### src/design/tcpc_pkg.sv
// Shared types and constants of the text cell priority compositor.
package tcpc_pkg;

  localparam int GLYPH_W     = 8;
  localparam int COLOR_W     = 16;
  localparam int ORDER_W     = 16;
  localparam int COORD_W     = 12;
  localparam int COLS_REG_W  = 8;
  localparam int ROWS_REG_W  = 7;
  localparam int CFG_DATA_W  = 8;
  localparam int CFG_INDEX_W = 1;
  localparam int IN_TDATA_W  = 80;
  localparam int IN_TUSER_W  = 2;
  localparam int OUT_TDATA_W = 40;

  localparam int COLS_RESET = 80;
  localparam int ROWS_RESET = 25;

  localparam logic [GLYPH_W-1:0] BLANK_GLYPH = 8'h20;
  localparam logic [COLOR_W-1:0] BLANK_COLOR = 16'h0000;
  localparam logic [ORDER_W-1:0] EMPTY_ORDER = 16'hFFFF;

  typedef enum logic [IN_TUSER_W-1:0] {
    REQ_CLEAR = 2'd0,
    REQ_DRAW  = 2'd1,
    REQ_READ  = 2'd2,
    REQ_NOP   = 2'd3
  } req_kind_t;

  typedef enum logic [CFG_INDEX_W-1:0] {
    REG_SCREEN_COLS = 1'b0,
    REG_SCREEN_ROWS = 1'b1
  } cfg_reg_t;

  typedef enum logic {
    ST_RUN,
    ST_SWEEP
  } eng_state_t;

  // glyph sits in the lowest bits
  typedef struct packed {
    logic signed [ORDER_W-1:0] order;
    logic [COLOR_W-1:0]        color;
    logic [GLYPH_W-1:0]        glyph;
  } cell_t;

  typedef struct packed {
    logic      valid;
    req_kind_t kind;
    logic      hit;
    cell_t     data;
  } stage_t;

  typedef struct packed {
    logic advance;
    logic sweeping;
    logic clear_pending;
  } eng_status_t;

  localparam cell_t BLANK_CELL = '{order: EMPTY_ORDER, color: BLANK_COLOR, glyph: BLANK_GLYPH};

endpackage

### src/design/tcpc_addr_gen.sv
// Request decode, clipping and cell address generation (first pipeline stage).
module tcpc_addr_gen #(
  parameter int MAX_COLS = 128,
  parameter int MAX_ROWS = 64,
  localparam int DEPTH = MAX_COLS * MAX_ROWS,
  localparam int AW    = (DEPTH > 1) ? $clog2(DEPTH) : 1,
  localparam int ECW   = $clog2(MAX_COLS + 1),
  localparam int ERW   = $clog2(MAX_ROWS + 1),
  localparam int CW    = (MAX_COLS > 1) ? $clog2(MAX_COLS) : 1,
  localparam int RW    = (MAX_ROWS > 1) ? $clog2(MAX_ROWS) : 1
) (
  input  logic                                clk,
  input  logic                                rst_n,
  input  logic                                accept_i,
  input  logic                                advance_i,
  input  logic [tcpc_pkg::IN_TDATA_W-1:0]     tdata_i,
  input  logic [tcpc_pkg::IN_TUSER_W-1:0]     tuser_i,
  input  logic [ECW-1:0]                      eff_cols_i,
  input  logic [ERW-1:0]                      eff_rows_i,
  output tcpc_pkg::stage_t                    s1_o,
  output logic [AW-1:0]                       s1_addr_o
);

  logic signed [tcpc_pkg::COORD_W-1:0] pos_x;
  logic signed [tcpc_pkg::COORD_W-1:0] pos_y;
  logic [tcpc_pkg::COORD_W-1:0]        char_offset;
  tcpc_pkg::req_kind_t                 kind;
  logic signed [13:0]                  col;
  logic                                col_ok;
  logic                                row_ok;
  logic [AW-1:0]                       addr;
  tcpc_pkg::stage_t                    s1_nxt;
  tcpc_pkg::stage_t                    s1_r;
  logic [AW-1:0]                       s1_addr_r;

  assign pos_x       = tdata_i[11:0];
  assign pos_y       = tdata_i[23:12];
  assign char_offset = tdata_i[35:24];
  assign kind        = tcpc_pkg::req_kind_t'(tuser_i);

  // draws place the glyph at the string start plus its offset
  always_comb begin
    if (kind == tcpc_pkg::REQ_DRAW) begin
      col = {pos_x[11], pos_x[11], pos_x} + {2'b00, char_offset};
    end else begin
      col = {pos_x[11], pos_x[11], pos_x};
    end
  end

  assign col_ok = !col[13] && (col[12:0] < 13'(eff_cols_i));
  assign row_ok = !pos_y[11] && (pos_y[10:0] < 11'(eff_rows_i));

  // row * cols + col stays below DEPTH, so arithmetic modulo 2^AW is exact
  assign addr = AW'(pos_y[RW-1:0]) * AW'(eff_cols_i) + AW'(col[CW-1:0]);

  always_comb begin
    s1_nxt            = '0;
    s1_nxt.valid      = accept_i;
    s1_nxt.kind       = kind;
    s1_nxt.hit        = col_ok && row_ok;
    s1_nxt.data.glyph = tdata_i[43:36];
    s1_nxt.data.color = tdata_i[59:44];
    s1_nxt.data.order = tdata_i[75:60];
  end

  always_ff @(posedge clk) begin
    if (!rst_n) begin
      s1_r <= '0;
    end else if (advance_i) begin
      s1_r <= s1_nxt;
    end
  end

  always_ff @(posedge clk) begin
    if (advance_i) begin
      s1_addr_r <= addr;
    end
  end

  assign s1_o      = s1_r;
  assign s1_addr_o = s1_addr_r;

endmodule

### config.mk
export PLATFORM = sky130hd
export DESIGN_NAME = tcpc_addr_gen
export DESIGN_NICKNAME = d
export VERILOG_FILES = /design/src/design/tcpc_pkg.sv /design/src/design/tcpc_addr_gen.sv
export SDC_FILE = /design/constraint.sdc
export NUM_CORES = 1
export LEC_CHECK = 0
export ABC_AREA = 1
export BUFFER_PORTS_ARGS = -buffer_cell sky130_fd_sc_hd__buf_2
export CAP_MARGIN = 20
export CORE_AREA = 2 2 99 101
export CTS_BUF_LIST = sky130_fd_sc_hd__clkbuf_8
export DETAILED_ROUTE_END_ITERATION = 8
export DIE_AREA = 0 0 101 103
export HOLD_SLACK_MARGIN = 0.03
export PLACE_DENSITY = 0.82
export SLEW_MARGIN = 20
export SYNTH_ARGS = -nofsm -noshare
export SYNTH_HDL_FRONTEND = slang
export SYNTH_SLANG_ARGS = --single-unit
### constraint.sdc
create_clock -name clk -period 5.69 [get_ports clk]
set_input_delay 1.138 -clock clk [delete_from_list [all_inputs] [get_ports clk]]
set_output_delay 1.138 -clock clk [all_outputs]
set_load 0.05 [all_outputs]
==> results.yml, run 1 <==
worst_setup_path:
  cpMostUsedCell: "fa_1"
  cp.required_ns: 5.76
  critPathTopFamily: "adder cells"
  worstSetupEndpoint: "s1_addr_o[10]"
  critPathLaunch: "tdata_i[17]"
  reg2reg_to: "s1_o[11]"
  critPathKind: "input port to flop"
  cp.depth: 15
  rr_startpoint: "s1_o[11]"
  crit_buf_inv: 4
  crit_fanout: 9
  rr_worst_depth: 2
  crit_path_end_kind: "flop"
  start_kind: "input port"
  crit_arrival_ns: 4.78
  rrSetupSlack_ns: 5.02
  slowest_stage: "fa_1"
  critPathMaxStageDelay_ns: 0.54
  cp_cell_sequence: "buf_2 > nand2_1 > fa_1 > fa_1 > inv_1 > fa_1 > inv_1 > fa_1 > inv_1 > ha_1 > a21oi_1 > o21ai_0 > a21oi_1 > o21ai_0 > xor2_1"
power:
  peakVddDrop_uv: 174.5
  p_sw_frac: 0.4245
  powerDensity_mw_per_mm2: 313.4
  leakage_nw: 3.508
  combPwrFrac: 0.494
  p_sw_w: 0.0007885
  total_power_w: 0.001857
  p_int_w: 0.001069
  pwr-share-seq: 0.282
  clkPwrFrac: 0.224
floorplan:
  core_area_mm2: 0.009459
  num_rows: 36
  ioPinCount: 158
  initial_core_util: 0.5148
  chipWidth_um: 101
  dieArea_mm2: 0.01040
  dieHeight_um: 103
sta:
  max_slew.worst_pin.slew_ns: 0.7110
  hold_viol_final: 0
  period_needed_ns: 4.716
  slew_viol_final: 0
  rsz0062_at_grt: "false"
  finalCritPeriodShare: 0.8287
  fmax_mhz: 212.1
  skew_ns: 0
  timing.hold.ws_ns: 0.4769
  setup_violations: 0
  final.setup.tns_ns: 0
  max_slew_margin: 0.5253
drt:
  post-route-drc-count: 0
  drt_iter0_markers: 160
  met2_length_mm: 5.208
  dr_wl_met3_um: 784
  ant_nets: 0
  wl_met1_mm: 4.993
  wl_per_cell_um: 11.87
  vias_per_cell: 4.918
  dr_total_vias: 4633
  wl_mm: 11.18
  firstDrtPassIters: 4
  dr.max_layer_used: "met4"
synthesis:
  synth_largest_area_cell: "dfxtp_1"
  ys_ff_latch: 57
  syn_avg_cell_area_um2: 7.172
  synth_area_mm2: 0.004870
  synth_fp_nets: 866
  ys_seq_area_frac: 0.2610
  yosys.area.top_type_share: 0.1809
  synth-warning-count: 0
  synthTopCellsByArea: "dfxtp_1 18%, ha_1 15%, fa_1 12%, nand2_1 10%, inv_1 9.5%"
  yosysUniqueCellTypes: 29
  netlist_instances: 679
status:
  status: "finished, final reports clean"
cts:
  cts-resized-gates: 0
  cts_setup_buffers: 0
  cts.path.max_buffers: 2
  cts_tree: "done"
  hold_buffers: 0
  htreeDepth: 3
  insertion_delay_ns: 0.32
  root_buffer: "clkbuf_8"
  cts_buffers: 9
  clk_pin_slew_ns: 0.06
  cts.sinks: 57
place:
  gp_congestion: 0.9777
  dpl.cell_count: 926
  post-dp-hpwl_mm: 9.158
  io_buffers: 153
final_layout:
  insertedDiodeCount: 0
  fin_cells: 942
  fin_nets: 1010
  drive_gt1_frac: 0.2162
  n_fill_cell: 855
  syn_to_final_growth_pct: 21.69
global_route:
  overflow: 0
  antenna_found_initial: 0
  grt_usage: 0.2191
  grt_max_degree: 59
  first_global_vias: 4208
  grt_first_pass_wirelength_mm: 18.46
worst_hold_path:
  hold_class: "flop to flop"
run:
  cap_viol_max_count: 0
## cells in the final DEF, fill, tap and decap left out, types with 2 or more instances in the layout
| cell | count |
|---|---|
| o21ai_0 | 57 |
| nand2_1 | 134 |
| inv_6 | 2 |
| nand2_2 | 2 |
| clkinv_4 | 2 |
| inv_1 | 123 |
| edfxtp_1 | 13 |
| bufinv_16 | 2 |
| ha_1 | 57 |
| nand3_1 | 26 |
| a21o_1 | 2 |
| xnor2_1 | 7 |
| a21oi_1 | 26 |
| xor2_1 | 8 |
| clkbuf_8 | 9 |
| buf_2 | 153 |
| fa_1 | 29 |
| nor2_1 | 107 |
| dfxtp_1 | 44 |
| nor3_1 | 2 |
| nand4_1 | 8 |
| a31oi_1 | 2 |
| or2_2 | 4 |
## power by group through the flow
stage	logic [W]	clock network, W	registers, W
CTS	0.000925	0.000427	0.000524
global placement	0.000905	0	0.000530
detailed placement	0.000918	0	0.000533
floorplan	0.000497	0	0.000751
global route	0.00103	0.000442	0.000530
finish	0.000918	0.000416	0.000523
## how the worst min path moves through the flow
stage               startpoint       end  slack [ns]  cells past startpoint
global route           s1_o[0]   s1_o[0]        0.52                      2
CTS                   s1_o[40]  s1_o[40]        0.47                      2
finish                s1_o[40]  s1_o[40]        0.48                      2
detailed placement    s1_o[40]  s1_o[40]        0.46                      2
floorplan             s1_o[40]  s1_o[40]        0.68                      2
global placement      s1_o[40]  s1_o[40]        0.45                      2
## state kept, by name, indices dropped and copies added, names as in the netlist
register / cells
s1_addr_o: 13
s1_o: 44
## layout make-up
type                       count  area [um^2]  area share
multi-input combinational    477         3048      0.5144
timing repair buffer         154        773.2      0.1305
clock buffer                   9        123.9     0.02090
inverter                     124        465.4     0.07855
sequential                    57         1271      0.2145
tap                          114        142.6     0.02407
clock inverter                 7        101.3     0.01710
## cell families after synthesis
| group | after synthesis | share of synthesized area |
|---|---|---|
| compound gates | 91 | 0.09738 |
| flops | 57 | 0.2610 |
| xor+xnor | 15 | 0.02698 |
| fa+ha+maj | 86 | 0.2657 |
| simple gates | 285 | 0.2359 |
| buf+inv | 145 | 0.1131 |
## worst min-delay path: cells and delay by family, from the launching register on
family,cells,cell delay (ns)
simple gates,1,0.06
flops,1,0.31
compound gates,1,0.06
## layer usage
| layer | global-route usage | vias up |
|---|---|---|
| met1 | 0.2777 | 2046 |
| met3 | 0.04271 | 16 |
| met4 | 0.06965 | 0 |
| li1 | - | 2408 |
| met5 | 0 | - |
| met2 | 0.3790 | 163 |
## Yosys cell counts, drive strengths merged
| cell | instances |
|---|---|
| nand2 | 136 |
| inv | 124 |
| nor2 | 108 |
| ha | 57 |
| o21ai | 57 |
| dfxtp | 44 |
| fa | 29 |
| nand3 | 27 |
| a21oi | 26 |
| clkbuf | 17 |
| edfxtp | 13 |
| nand4 | 8 |
| xor2 | 8 |
| xnor2 | 7 |
| buf | 4 |
| or2 | 4 |
| a21o | 2 |
| a31oi | 2 |
| nor3 | 2 |
| a21boi | 1 |
| o2111ai | 1 |
| o21a | 1 |
| o21bai | 1 |
## stage by stage
| stage | utilization | setup slack, ns | instance area (um^2) |
|---|---|---|---|
| floorplan | - | 0.7461 | 4870 |
| global placement | 0.6026 | 0.6399 | 5700 |
| detailed placement | 0.6026 | 0.6057 | 5700 |
| CTS | 0.6265 | 0.9668 | 5926 |
| global route | 0.6265 | 0.7042 | 5926 |
| finish | 0.6265 | 0.9745 | 5926 |
Note: power is estimated with default switching activity, not from simulation.
==> run 2: changes to the inputs <==
- clock period: 5.69 -> 4.4 ns (I/O delays scaled with it)
==> results.yml, run 2 (synthesis results as in run 1) <==
status:
  status: "finished, final reports clean"
run:
  cap_viol_max_count: 0
final_layout:
  postLayoutCoreUtil: 0.6578
  largest_reg_flops: 44
  insertedDiodeCount: 0
  fin_nets: 1047
  mostFrequentLayoutCells: "153 x buf_2, 134 x nand2_1, 123 x inv_1"
  drive_gt1_frac: 0.2566
  syn_to_final_growth_pct: 27.77
  fin_cells: 979
  final_common_cell: "buf_2"
global_route:
  grt_usage: 0.2247
  grt_first_pass_wirelength_mm: 18.77
  antenna_found_initial: 0
  first_global_vias: 4366
  grt_max_degree: 59
  overflow: 0
drt:
  post-route-drc-count: 0
  met2_length_mm: 5.554
  wl_mm: 11.49
  dr_total_vias: 4785
  drt_iter0_markers: 160
  vias_per_cell: 4.888
  dr_wl_met3_um: 572
  firstDrtPassIters: 4
  ant_nets: 0
  wl_per_cell_um: 11.74
  wl_met1_mm: 5.140
  dr.max_layer_used: "met4"
power:
  powerDensity_mw_per_mm2: 415.7
  p_int_w: 0.001502
  p_sw_w: 0.001084
  clkPwrFrac: 0.188
  peakVddDrop_uv: 227.5
  combPwrFrac: 0.550
  p_sw_frac: 0.4191
  pwr-share-seq: 0.261
  leakage_nw: 3.675
cts:
  clk_pin_slew_ns: 0.07
  hold_buffers: 0
  cts-resized-gates: 0
  cts.sinks: 57
  root_buffer: "clkbuf_8"
  cts_buffers: 9
  htreeDepth: 3
  cts_setup_buffers: 0
  cts.path.max_buffers: 2
  cts_tree: "done"
  insertion_delay_ns: 0.32
worst_setup_path:
  cp.required_ns: 4.47
  critPathMaxStageDelay_ns: 0.53
  cp_cell_sequence: "buf_2 > nand2_1 > inv_1 > fa_1 > inv_1 > fa_1 > inv_1 > fa_1 > inv_1 > fa_1 > inv_1 > ha_4 > nand2_1 > nor2_1 > a21oi_1 > o21ai_1 > xor2_1"
  crit_fanout: 4
  slowest_stage: "fa_1"
  cpMostUsedCell: "inv_1"
  crit_arrival_ns: 4.27
  start_kind: "input port"
  critPathKind: "input port to flop"
  crit_path_end_kind: "flop"
sta:
  max_slew_margin: 0.5145
  skew_ns: 0
  finalCritPeriodShare: 0.9554
  setup_violations: 0
  fmax_mhz: 237.9
  finalWorstSetupSlack_ns: 0.1963
  hold_viol_final: 0
  timing.hold.ws_ns: 0.4615
  slew_viol_final: 0
  rsz0062_at_grt: "false"
  period_needed_ns: 4.204
  max_slew.worst_pin.slew_ns: 0.7271
place:
  gp_congestion: 0.9637
  place_ws_ns: -0.1687
  post-dp-hpwl_mm: 9.551
  dpl.cell_count: 963
  io_buffers: 153
floorplan:
  core_area_mm2: 0.009459
  initial_core_util: 0.5148
  num_rows: 36
  dieHeight_um: 103
  chipWidth_um: 101
  dieArea_mm2: 0.01040
  ioPinCount: 158
worst_hold_path:
  hold_class: "flop to flop"
run 2: changes by cell type in the layout (fill, tap and decap cells not counted), moves of 2 or more:
cell | before | now
a21oi_1 | 26 | 23
a21oi_2 | 0 | 3
buf_4 | 1 | 38
ha_1 | 57 | 55
ha_4 | 0 | 2
inv_6 | 2 | 0
o21ai_0 | 57 | 54
o21ai_1 | 0 | 2
run 2: area by class of cell:
class,instances,area (um^2)
Clock buffer,10,137.6
Clock inverter,6,66.31
Fill cell,885,3237
Inverter,124,465.4
Multi-Input combinational cell,477,3088
Sequential cell,57,1271
Tap cell,114,142.6
Timing Repair Buffer,191,1051
run 2: metal layers:
layer  track usage  vias up
li1              -     2477
met1        0.2785     2147
met2        0.3969      143
met3       0.02712       18
met4       0.09563        0
met5             0        -
run 2: critical path: cells and delay by family:
kind | cells | cell delay, ns
buf+inv | 6 | 0.38
compound gates | 2 | 0.34
simple gates | 3 | 0.22
fa+ha+maj | 5 | 2.29
xor+xnor | 1 | 0.14
run 2: final timing paths:
kind / startpoint / to / slack, ns / depth (start not counted)
hold / removal: s1_o[40] / s1_o[40] / 0.46 / 2
setup reg to reg: s1_o[36] / s1_o[36] / 3.75 / 2
hold reg to reg: s1_o[40] / s1_o[40] / 0.46 / 2
setup / recovery: tdata_i[14] / s1_addr_o[11] / 0.20 / 17
run 2: through the flow:
stage	TNS, ns	total power, W	instance area (um^2)
after detailed placement	-0.6501	0.002108	6018
final	0	0.002586	6222
after global placement	-0.4280	0.002074	6018
after floorplan	-0.002207	0.001674	4935
after global routing	0	0.002786	6222
after CTS	0	0.002606	6222
run 2: power by group through the flow:
stage / logic, W / registers (W) / clock network (W)
after global routing: 0.00158 / 0.000683 / 0.000522
after CTS: 0.00143 / 0.000677 / 0.000501
final: 0.00142 / 0.000676 / 0.000487
after floorplan: 0.000703 / 0.000972 / 0
after global placement: 0.00139 / 0.000686 / 0
after detailed placement: 0.00142 / 0.000689 / 0
